### config.mk
export PLATFORM = sky130hd
export DESIGN_NAME = json_string_unescape
export DESIGN_NICKNAME = d
export VERILOG_FILES = /design/src/hdl/jsu_pkg.sv /design/src/hdl/jsu_in_reg.sv /design/src/hdl/jsu_decode.sv /design/src/hdl/jsu_out_reg.sv /design/src/hdl/json_string_unescape.sv
export VERILOG_INCLUDE_DIRS = /design/src /design/src/hdl
export SDC_FILE = /design/constraint.sdc
export NUM_CORES = 1
export LEC_CHECK = 0
export BUFFER_PORTS_ARGS = -buffer_cell sky130_fd_sc_hd__buf_2
export CORE_MARGIN = 10
export CORE_UTILIZATION = 45
export CTS_CLUSTER_DIAMETER = 200
export DETAILED_ROUTE_END_ITERATION = 12
export MAX_ROUTING_LAYER = met4
export PLACE_DENSITY = 0.65
export SYNTH_ARGS = -nofsm -noshare
export SYNTH_HDL_FRONTEND = slang
export SYNTH_SLANG_ARGS = --single-unit
### constraint.sdc
create_clock -name i_clk -period 9.3 [get_ports i_clk]
set_input_delay 1.86 -clock i_clk [delete_from_list [all_inputs] [get_ports i_clk]]
set_output_delay 1.86 -clock i_clk [all_outputs]
set_load 0.1 [all_outputs]
### src/hdl/json_string_unescape_assert.svh
// Assertion macros shared by the string unescaper RTL.
// Included by the modules that check their own logic; no other dependencies.
`ifndef JSON_STRING_UNESCAPE_ASSERT_SVH
`define JSON_STRING_UNESCAPE_ASSERT_SVH

// same-cycle implication, checked outside reset
`define JSU_ASSERT_IMP(lbl, clk, rstn, ante, cons) \
    lbl: assert property (@(posedge clk) disable iff (!(rstn)) (ante) |-> (cons)) \
        else $error("jsu assertion failed");

// next-cycle implication, checked outside reset
`define JSU_ASSERT_NXT(lbl, clk, rstn, ante, cons) \
    lbl: assert property (@(posedge clk) disable iff (!(rstn)) (ante) |=> (cons)) \
        else $error("jsu assertion failed");

`endif

### src/hdl/jsu_pkg.sv
// Types, codes and character helpers for the string unescaper.
// No dependencies; used by every module of the block.
`timescale 1ns / 1ps

package jsu_pkg;

    localparam int CHAR_W = 16;
    localparam int ACC_W  = 12;
    localparam int TUSER_W = 3;

    typedef enum logic [2:0] {
        PH_TEXT = 3'd0,
        PH_ESC  = 3'd1,
        PH_HEX1 = 3'd2,
        PH_HEX2 = 3'd3,
        PH_HEX3 = 3'd4,
        PH_HEX4 = 3'd5,
        PH_FAIL = 3'd6
    } t_phase;

    typedef enum logic [1:0] {
        ST_OK          = 2'd0,
        ST_BAD_ESCAPE  = 2'd1,
        ST_BAD_UNICODE = 2'd2
    } t_status;

    localparam logic [CHAR_W-1:0] C_BSLASH = 16'h005C;
    localparam logic [CHAR_W-1:0] C_QUOTE  = 16'h0022;
    localparam logic [CHAR_W-1:0] C_SLASH  = 16'h002F;
    localparam logic [CHAR_W-1:0] C_LOW_U  = 16'h0075;
    localparam logic [CHAR_W-1:0] C_LOW_B  = 16'h0062;
    localparam logic [CHAR_W-1:0] C_LOW_F  = 16'h0066;
    localparam logic [CHAR_W-1:0] C_LOW_N  = 16'h006E;
    localparam logic [CHAR_W-1:0] C_LOW_R  = 16'h0072;
    localparam logic [CHAR_W-1:0] C_LOW_T  = 16'h0074;
    localparam logic [CHAR_W-1:0] C_BS     = 16'h0008;
    localparam logic [CHAR_W-1:0] C_FF     = 16'h000C;
    localparam logic [CHAR_W-1:0] C_LF     = 16'h000A;
    localparam logic [CHAR_W-1:0] C_CR     = 16'h000D;
    localparam logic [CHAR_W-1:0] C_TAB    = 16'h0009;

    typedef struct packed {
        logic              valid;
        logic [3:0]        value;
    } t_hex;

    typedef struct packed {
        logic              valid;
        logic [CHAR_W-1:0] value;
    } t_esc;

    typedef struct packed {
        logic [CHAR_W-1:0] out_char;
        logic              char_present;
        t_status           status;
        logic              out_last;
    } t_result;

    function automatic t_hex f_hex_digit(input logic [CHAR_W-1:0] c);
        t_hex h;
        h.valid = 1'b1;
        h.value = 4'd0;
        if (c >= 16'h0030 && c <= 16'h0039) begin
            h.value = c[3:0];
        end else if ((c >= 16'h0041 && c <= 16'h0046) || (c >= 16'h0061 && c <= 16'h0066)) begin
            h.value = c[3:0] + 4'd9;
        end else begin
            h.valid = 1'b0;
        end
        return h;
    endfunction

    function automatic t_esc f_simple_esc(input logic [CHAR_W-1:0] c);
        t_esc e;
        e.valid = 1'b1;
        case (c)
            C_QUOTE:  e.value = C_QUOTE;
            C_BSLASH: e.value = C_BSLASH;
            C_SLASH:  e.value = C_SLASH;
            C_LOW_B:  e.value = C_BS;
            C_LOW_F:  e.value = C_FF;
            C_LOW_N:  e.value = C_LF;
            C_LOW_R:  e.value = C_CR;
            C_LOW_T:  e.value = C_TAB;
            default: begin
                e.valid = 1'b0;
                e.value = '0;
            end
        endcase
        return e;
    endfunction

endpackage

### src/hdl/jsu_in_reg.sv
// Input register of the string unescaper: holds one accepted word.
// Depends on jsu_pkg.
`timescale 1ns / 1ps

module jsu_in_reg (
    input  logic                      i_clk,
    input  logic                      i_rst_n,
    input  logic                      i_valid,
    input  logic [jsu_pkg::CHAR_W-1:0] i_char,
    input  logic                      i_last,
    input  logic                      i_advance,
    output logic                      o_ready,
    output logic                      o_valid,
    output logic [jsu_pkg::CHAR_W-1:0] o_char,
    output logic                      o_last
);
    import jsu_pkg::*;

    logic              r_valid;
    logic              n_valid;
    logic [CHAR_W-1:0] r_char;
    logic              r_last;

    assign o_ready = !r_valid || i_advance;
    assign n_valid = (i_valid && o_ready) || (r_valid && !i_advance);

    always_ff @(posedge i_clk) begin
        if (!i_rst_n) begin
            r_valid <= 1'b0;
        end else begin
            r_valid <= n_valid;
        end
    end

    always_ff @(posedge i_clk) begin
        if (i_valid && o_ready) begin
            r_char <= i_char;
            r_last <= i_last;
        end
    end

    assign o_valid = r_valid;
    assign o_char  = r_char;
    assign o_last  = r_last;

endmodule

### src/hdl/jsu_decode.sv
// Escape decoder: phase, hex accumulator and stored error, plus result logic.
// Depends on jsu_pkg and json_string_unescape_assert.svh.
`timescale 1ns / 1ps
`include "json_string_unescape_assert.svh"

module jsu_decode (
    input  logic                       i_clk,
    input  logic                       i_rst_n,
    input  logic                       i_take,
    input  logic [jsu_pkg::CHAR_W-1:0] i_char,
    input  logic                       i_last,
    output logic                       o_emit,
    output jsu_pkg::t_result           o_res
);
    import jsu_pkg::*;

    t_phase           r_phase;
    t_phase           n_phase;
    logic [ACC_W-1:0] r_acc;
    logic [ACC_W-1:0] n_acc;
    t_status          r_err;
    t_status          n_err;
    t_hex             hx;
    t_esc             se;

    assign hx = f_hex_digit(i_char);
    assign se = f_simple_esc(i_char);

    always_comb begin
        n_phase = r_phase;
        n_acc   = r_acc;
        n_err   = r_err;
        o_emit  = 1'b0;
        o_res.out_char     = '0;
        o_res.char_present = 1'b0;
        o_res.status       = ST_OK;
        o_res.out_last     = i_last;
        unique case (r_phase) inside
            PH_TEXT: begin
                if (i_char == C_BSLASH) begin
                    n_phase = PH_ESC;
                    if (i_last) begin
                        o_emit       = 1'b1;
                        o_res.status = ST_BAD_ESCAPE;
                    end
                end else begin
                    o_emit             = 1'b1;
                    o_res.out_char     = i_char;
                    o_res.char_present = 1'b1;
                end
            end
            PH_ESC: begin
                if (i_char == C_LOW_U) begin
                    n_phase = PH_HEX1;
                    n_acc   = '0;
                    if (i_last) begin
                        o_emit       = 1'b1;
                        o_res.status = ST_BAD_UNICODE;
                    end
                end else if (se.valid) begin
                    n_phase            = PH_TEXT;
                    o_emit             = 1'b1;
                    o_res.out_char     = se.value;
                    o_res.char_present = 1'b1;
                end else begin
                    n_phase      = PH_FAIL;
                    n_err        = ST_BAD_ESCAPE;
                    n_acc        = '0;
                    o_emit       = 1'b1;
                    o_res.status = ST_BAD_ESCAPE;
                end
            end
            PH_HEX1, PH_HEX2, PH_HEX3: begin
                if (!hx.valid) begin
                    n_phase      = PH_FAIL;
                    n_err        = ST_BAD_UNICODE;
                    n_acc        = '0;
                    o_emit       = 1'b1;
                    o_res.status = ST_BAD_UNICODE;
                end else begin
                    n_acc = {r_acc[ACC_W-5:0], hx.value};
                    if (r_phase == PH_HEX1) begin
                        n_phase = PH_HEX2;
                    end else if (r_phase == PH_HEX2) begin
                        n_phase = PH_HEX3;
                    end else begin
                        n_phase = PH_HEX4;
                    end
                    if (i_last) begin
                        o_emit       = 1'b1;
                        o_res.status = ST_BAD_UNICODE;
                    end
                end
            end
            PH_HEX4: begin
                if (!hx.valid) begin
                    n_phase      = PH_FAIL;
                    n_err        = ST_BAD_UNICODE;
                    n_acc        = '0;
                    o_emit       = 1'b1;
                    o_res.status = ST_BAD_UNICODE;
                end else begin
                    n_phase            = PH_TEXT;
                    n_acc              = '0;
                    o_emit             = 1'b1;
                    o_res.out_char     = {r_acc, hx.value};
                    o_res.char_present = 1'b1;
                end
            end
            PH_FAIL: begin
                if (i_last) begin
                    o_emit       = 1'b1;
                    o_res.status = r_err;
                end
            end
            default: begin
                n_phase            = PH_TEXT;
                n_acc              = '0;
                n_err              = ST_OK;
                o_emit             = 1'b1;
                o_res.out_char     = i_char;
                o_res.char_present = 1'b1;
            end
        endcase
        // end of string: back to reset state
        if (i_last) begin
            n_phase = PH_TEXT;
            n_acc   = '0;
            n_err   = ST_OK;
        end
    end

    always_ff @(posedge i_clk) begin
        if (!i_rst_n) begin
            r_phase <= PH_TEXT;
            r_acc   <= '0;
            r_err   <= ST_OK;
        end else if (i_take) begin
            r_phase <= n_phase;
            r_acc   <= n_acc;
            r_err   <= n_err;
        end
    end

    `JSU_ASSERT_IMP(a_fail_has_err, i_clk, i_rst_n, r_phase == PH_FAIL, r_err != ST_OK)
    `JSU_ASSERT_IMP(a_err_only_in_fail, i_clk, i_rst_n, r_phase != PH_FAIL, r_err == ST_OK)
    `JSU_ASSERT_IMP(a_acc_clear_early, i_clk, i_rst_n,
        r_phase == PH_TEXT || r_phase == PH_ESC || r_phase == PH_HEX1, r_acc == '0)

endmodule

### src/hdl/jsu_out_reg.sv
// Result register of the string unescaper, drives the master-side stream.
// Depends on jsu_pkg.
`timescale 1ns / 1ps

module jsu_out_reg (
    input  logic                       i_clk,
    input  logic                       i_rst_n,
    input  logic                       i_load,
    input  logic                       i_emit,
    input  jsu_pkg::t_result           i_res,
    input  logic                       i_ready,
    output logic                       o_free,
    output logic                       o_valid,
    output jsu_pkg::t_result           o_res
);
    import jsu_pkg::*;

    logic    r_valid;
    logic    n_valid;
    t_result r_res;

    assign o_free  = !r_valid || i_ready;
    assign n_valid = i_load ? i_emit : (r_valid && !i_ready);

    always_ff @(posedge i_clk) begin
        if (!i_rst_n) begin
            r_valid <= 1'b0;
        end else begin
            r_valid <= n_valid;
        end
    end

    always_ff @(posedge i_clk) begin
        if (i_load && i_emit) begin
            r_res <= i_res;
        end
    end

    assign o_valid = r_valid;
    assign o_res   = r_res;

endmodule

### src/hdl/json_string_unescape.sv
// JSON string unescaper, top level.
// Use: escaped string text enters on the s_axis side, one 16-bit character per
// word, tlast on the final character of each string. Decoded characters and
// error reports leave on the m_axis side, zero or one word per input word.
// Ordinary characters pass through; \" \\ \/ \b \f \n \r \t and \uXXXX decode.
// tuser bit 0 marks a decoded character; bits 2:1 give the status (0 ok,
// 1 bad or truncated escape, 2 bad or truncated \u). After an error nothing is
// sent until tlast, which repeats the error. Every tlast input word yields one
// output word with tlast set.
// Path: input register, combinational decoder, result register; a word moves on when the
// result register is free. Throughput: one word per cycle while i_m_axis_tready is high.
// Reset: synchronous active-low i_rst_n empties both registers and returns the
// decoder to plain-text phase.
// Stall: when i_m_axis_tready is low the result register holds, the input
// register fills, and then o_s_axis_tready drops.
// Depends on jsu_pkg, jsu_in_reg, jsu_decode, jsu_out_reg and the assert header.
`timescale 1ns / 1ps
`include "json_string_unescape_assert.svh"

module json_string_unescape (
    input  logic                        i_clk,
    input  logic                        i_rst_n,
    input  logic                        i_s_axis_tvalid,
    output logic                        o_s_axis_tready,
    input  logic [jsu_pkg::CHAR_W-1:0]  i_s_axis_tdata,  // [15:0] in_char
    input  logic                        i_s_axis_tlast,
    output logic                        o_m_axis_tvalid,
    input  logic                        i_m_axis_tready,
    output logic [jsu_pkg::CHAR_W-1:0]  o_m_axis_tdata,  // [15:0] out_char
    output logic [jsu_pkg::TUSER_W-1:0] o_m_axis_tuser,  // [0] char_present, [2:1] status
    output logic                        o_m_axis_tlast
);
    import jsu_pkg::*;

    logic              in_valid;
    logic [CHAR_W-1:0] in_char;
    logic              in_last;
    logic              out_free;
    logic              advance;
    logic              dec_emit;
    t_result           dec_res;
    t_result           out_res;

    assign advance = in_valid && out_free;

    jsu_in_reg u_in (
        .i_clk     (i_clk),
        .i_rst_n   (i_rst_n),
        .i_valid   (i_s_axis_tvalid),
        .i_char    (i_s_axis_tdata),
        .i_last    (i_s_axis_tlast),
        .i_advance (advance),
        .o_ready   (o_s_axis_tready),
        .o_valid   (in_valid),
        .o_char    (in_char),
        .o_last    (in_last)
    );

    jsu_decode u_dec (
        .i_clk   (i_clk),
        .i_rst_n (i_rst_n),
        .i_take  (advance),
        .i_char  (in_char),
        .i_last  (in_last),
        .o_emit  (dec_emit),
        .o_res   (dec_res)
    );

    jsu_out_reg u_out (
        .i_clk   (i_clk),
        .i_rst_n (i_rst_n),
        .i_load  (advance),
        .i_emit  (dec_emit),
        .i_res   (dec_res),
        .i_ready (i_m_axis_tready),
        .o_free  (out_free),
        .o_valid (o_m_axis_tvalid),
        .o_res   (out_res)
    );

    assign o_m_axis_tdata = out_res.out_char;
    assign o_m_axis_tuser = {out_res.status, out_res.char_present};
    assign o_m_axis_tlast = out_res.out_last;

    `JSU_ASSERT_IMP(a_char_means_ok, i_clk, i_rst_n,
        o_m_axis_tvalid && out_res.char_present, out_res.status == ST_OK)
    `JSU_ASSERT_IMP(a_error_no_char, i_clk, i_rst_n,
        o_m_axis_tvalid && !out_res.char_present, out_res.out_char == '0)
    `JSU_ASSERT_NXT(a_last_emits, i_clk, i_rst_n, advance && in_last, o_m_axis_tvalid)

endmodule

* Word-level counts from Yosys, hierarchy flattened
Index checks and enable logic that the tools add are counted.
** Storage, ports and cells
- Flip-flop bits (word level) :: 56
- Output and inout port bits :: 22
** Cells by class
- Add/subtract/negate cells :: 1
- Magnitude comparators :: 6
- Equal/unequal tests :: 22
- Multiplexer cells :: 45
- Reductions and logical operators :: 25
** Operators by type and width (number)
- 16-bit by 7-bit equality test with 1-bit output, second input constant :: 7
- 17-bit 2-to-1 mux :: 4
- 17-bit one-hot mux with 4 select lines :: 1
- 7-bit one-hot mux with 8 select lines :: 1
- 12-bit 2-to-1 mux :: 4
- 12-bit one-hot mux with 3 select lines :: 1
- 16-bit by 6-bit equality test with 1-bit output, second input constant :: 2
- 16-bit by 7-bit >= comparator with 1-bit output, second input constant :: 2
- 16-bit by 7-bit <= comparator with 1-bit output, second input constant :: 2
- 3-bit 2-to-1 mux :: 7
- 2-bit 2-to-1 mux :: 10
- 16-bit by 6-bit >= comparator with 1-bit output, second input constant :: 1
- 16-bit by 6-bit <= comparator with 1-bit output, second input constant :: 1
- 3-bit one-hot mux with 5 select lines :: 1
- 3-bit inequality test, second input constant :: 4
- 1-bit 2-to-1 mux :: 11
- 2-bit one-hot mux with 5 select lines :: 1
- 3-bit equality test, second input constant :: 3
- 1-bit logical AND :: 8
- 4-bit 2-to-1 mux :: 2
- 4-bit OR reduction :: 2
- 8-bit OR reduction :: 1
- 3-bit by 2-bit equality test with 1-bit output, second input constant :: 2
- 2-bit one-hot mux with 3 select lines :: 1
- other kinds (13) :: 20

* Depth between registers and ports, before layout
- Depth after elaboration :: 8
- Depth in mapped cells :: 9
- Mapped depth without buffers :: 8

* Modules after synthesis
From an unflattened synthesis, not the netlist that was laid out.
** Second synthesis, totals
- Cells, all modules :: 267
- Area total of the unflattened synthesis :: 2906.5 µm²
** Modules (own cells, without submodules)
- jsu_decode :: times used 1, cells an instance 219, area each 1681.6 µm², sequential area each 340.3 µm²
- jsu_out_reg :: times used 1, cells an instance 25, area each 650.6 µm², sequential area each 620.6 µm²
- jsu_in_reg :: times used 1, cells an instance 22, area each 568.0 µm², sequential area each 530.5 µm²
- json_string_unescape :: times used 1, cells an instance 1, area each 6.3 µm², sequential area each 0.0 µm²

* Worst setup path before layout
OpenSTA, ideal clock, no wires.
- Path kind :: input port to output port
- Start :: input i_m_axis_tready
- End :: output o_s_axis_tready
- Data arrival time :: 2580 ps
- Required time :: 7440 ps
- Setup slack :: 4860 ps
- Stages :: 2
- Path buffers :: 0
- Cell sequence :: nor2b_1 -> nand2_1
** Between the ends
- Longest elaborated chain between the ends :: 3
** Ends and longest elaborated chain
- start: declaration :: RTL line json_string_unescape.sv:28 : input logic i_m_axis_tready,
- 1-bit logical OR :: RTL line jsu_out_reg.sv:22 : assign o_free = !r_valid || i_ready;
- 1-bit logical AND :: RTL line json_string_unescape.sv:44 : assign advance = in_valid && out_free;
- 1-bit logical OR :: RTL line jsu_in_reg.sv:24 : assign o_ready = !r_valid || i_advance;
- end: declaration :: RTL line json_string_unescape.sv:24 : output logic o_s_axis_tready,
Every way passes these cells.

* Final worst setup path
Ends and elaborated chain as after synthesis.

==> results.py <==
metrics = {
    "placement": {
        "io_buffers": 42,
        "hpwl_mm": 5.15,
        "place_inst": 389,
        "gp_congestion": 0.902,
    },
    "min_path": {
        "hp-class": "reg -> reg",
        "min_path_cells": 2,
        "worstHoldStart": "u_dec.r_acc[9]",
    },
    "cts": {
        "post-cts-setup-buffer-count": 0,
        "cts.sinks": 56,
        "cts_made_buffers": 5,
        "cts_resized": 0,
        "clk_latency_ps": 310,
        "cts_tree": "done",
        "clk_path_buf_depth": 2,
        "cts.clk_slew.worst_paths_ps": 90,
        "h-tree-depth": 2,
        "cts-root-buf": "clkbuf_8",
        "holdBufCountCts": 0,
    },
    "yosys": {
        "netlist_area_sq_um": 2940,
        "synth_top_cell_by_area": "edfxtp_1",
        "avgSynthCellArea_sq_um": 10.3,
        "synthArstFlopShare_pct": 0,
        "synthDistinctLibCells": 62,
        "syn_inst": 286,
        "yosys_warnings": 0,
        "synth_seq_area_share_pct": 50.7,
        "synth_edf_count": 37,
        "synth_top_area_share_pct": 37.8,
        "ys_ff_latch": 56,
        "synth_flop_cell": "edfxtp_1",
        "syn_nets": 311,
        "yosys-top-cells-area": "edfxtp_1 38%, dfxtp_1 13%, nand2_1 6.1%, a22o_1 3.0%, o22ai_1 3.0%",
    },
    "global_route": {
        "grt_pass1_vias": 2191,
        "grt.total_usage_pct": 13.6,
        "grt_pass1_wl_mm": 10.9,
        "grt-ovfl-total": 0,
        "grt_max_degree": 23,
        "antenna_found_initial": 0,
    },
    "worst_setup_path": {
        "startpoint": "i_m_axis_tready",
        "cp_max_fo": 3,
        "worstSetupPathType": "in -> out",
        "slowest_delay_ps": 290,
        "crit_cells": 4,
        "path_cells": "buf_2 -> nor2b_1 -> nand2_1 -> buf_2",
        "path_buf_inv": 2,
        "cp_top_family": "buffers and inverters",
        "critPathSlowestCell": "buf_2",
        "crit_top_cell": "buf_2",
        "required_ps": 7440,
        "endpoint_kind": "output port",
        "r2r-start": "u_in.o_char[0]",
        "arrival_ps": 2520,
        "ff2ff_path_depth": 8,
        "crit_path_start_kind": "input pin",
    },
    "pwr": {
        "p_leak_nw": 1.15,
        "p_per_area_nw_per_um2": 155,
        "power.total_w": 0.000509,
        "irDropWorstVdd_mv": 0.0881,
    },
    "final_layout": {
        "fin_nets": 344,
        "fin_cells": 397,
        "antenna_cells": 0,
        "area_delta_synth_final_pct": 11.7,
        "drive_gt1_share_pct": 20.9,
    },
    "die": {
        "initial_core_util_pct": 46.3,
        "coreArea_sq_um": 6350,
        "fp.dieH_microns": 101,
        "num_io_pins": 43,
        "num_rows": 29,
        "dieArea_sq_um": 10200,
        "die_x_microns": 101,
    },
    "timing": {
        "period_needed_ps": 4380,
        "finalSetupViolCount": 0,
        "period_share_pct": 47.1,
        "setup_tns_ps": 0,
        "rsz0062_at_grt": "no",
        "max_slew_margin_pct": 31.0,
        "slew_violations": 0,
        "finalHoldViolCount": 0,
        "clock.fmax_mhz": 228,
        "worstMarginPinSlew_ps": 1040,
        "worst_clock_skew_ps": 5.34,
    },
    "route": {
        "postRouteWirelength_mm": 6.80,
        "route.detailed.drc": 0,
        "wl_per_cell_microns": 17.1,
        "routed_via_density": 5.96,
        "drt_iter0_drc": 190,
        "dr_total_vias": 2366,
        "drt-pass1-iter-count": 4,
        "antenna_left": 0,
    },
    "job": {
        "maxCapViolCount": 0,
    },
    "outcome": {
        "status": "finished clean",
    },
}
==> synth_stat cells (all sizes together), types with 4 or more instances <==
library cell and count:
o211ai 6, clkbuf 8, nand3 7, o22ai 14, ha 4, o21ai 11, nor2 13, nand2b 4
nand4 4, nor3b 5, edfxtp 37, buf 8, inv 7, a21oi 17, and2 5, a22o 10
nand2 48, nor3 4, dfxtp 19
==> worst register-to-register path, cell delays in order (launching register included) <==
cell	delay, ps
edfxtp_1	530
inv_1	150
ha_1	280
nor4b_1	420
a21oi_1	150
o221ai_2	320
and3_4	290
nand2_1	90
a21oi_2	790
==> final cells by class <==
type	count	area, sq um
sequential	56	1490
clock buffer	6	72.6
multi-input combinational	207	1350
inverter	7	26.3
timing repair buffer	42	210
clock inverter	2	38.8
fill	575	3070
tap	77	96.3
==> registers in the layout, summed over array words and instances (netlist names) <==
| signal | cells |
|---|---|
| u_in.o_last | 1 |
| u_in.o_char | 16 |
| u_dec.r_acc | 12 |
| u_dec.r_err | 2 |
| u_out.o_valid | 1 |
| u_out.o_res | 20 |
| u_dec.r_phase | 3 |
| u_in.o_valid | 1 |
==> cells in the final DEF (no fill, tap or decap), types with 5 or more instances in the layout <==
cell type	n
nand3_1	7
inv_1	7
buf_2	42
o22ai_1	14
edfxtp_1	37
a21oi_1	16
a22o_1	10
o21ai_0	10
nor2_1	13
dfxtp_1	19
o211ai_1	6
nand2_1	48
clkbuf_8	5
==> per-layer routing <==
layer | vias to the layer above | share of wire [%] | global-route usage (%)
met5 | - | 0 | -
met4 | 0 | 0.60 | 3.26
met3 | 5 | 8.2 | 3.57
met2 | 79 | 43 | 19.3
met1 | 1110 | 49 | 18.9
li1 | 1172 | - | -
==> through the flow <==
step | setup WS, ps | cell area (sq um) | hold slack [ps] | util, %
global placement | 4950 | 3170 | 454 | 50.0
floorplan | 4860 | 2940 | 446 | -
CTS | 4930 | 3280 | 482 | 51.7
global route | 4810 | 3280 | 504 | 51.7
finish | 4920 | 3280 | 478 | 51.7
detailed placement | 4930 | 3170 | 464 | 50.0
==> logic make-up (layout without fill, tap and decap cells) <==
group	Yosys count	count (layout)	share of synthesized area [%]
xor gates and xnor gates	3	3	0.894
buffers and inverters	23	57	3.49
DFF	56	56	50.7
adders and majority gates	5	5	2.09
and+or+nand+nor	108	108	19.9
AOI/OAI and AO/OA	91	91	22.9
==> where the power goes <==
part           switching [W]  total (W)  internal (W)
Sequential        0.00000939   0.000285      0.000275
Combinational      0.0000477  0.0000635     0.0000158
Clock              0.0000796   0.000161     0.0000815
Total               0.000137   0.000509      0.000373
==> final timing paths <==
check | end | slack [ps]
max | o_s_axis_tready | 4920
min | u_dec.r_acc[9] | 480
max reg2reg | u_out.o_res[17] | 5910
min reg2reg | u_dec.r_acc[9] | 480
Power figures use the tool's default switching activity.
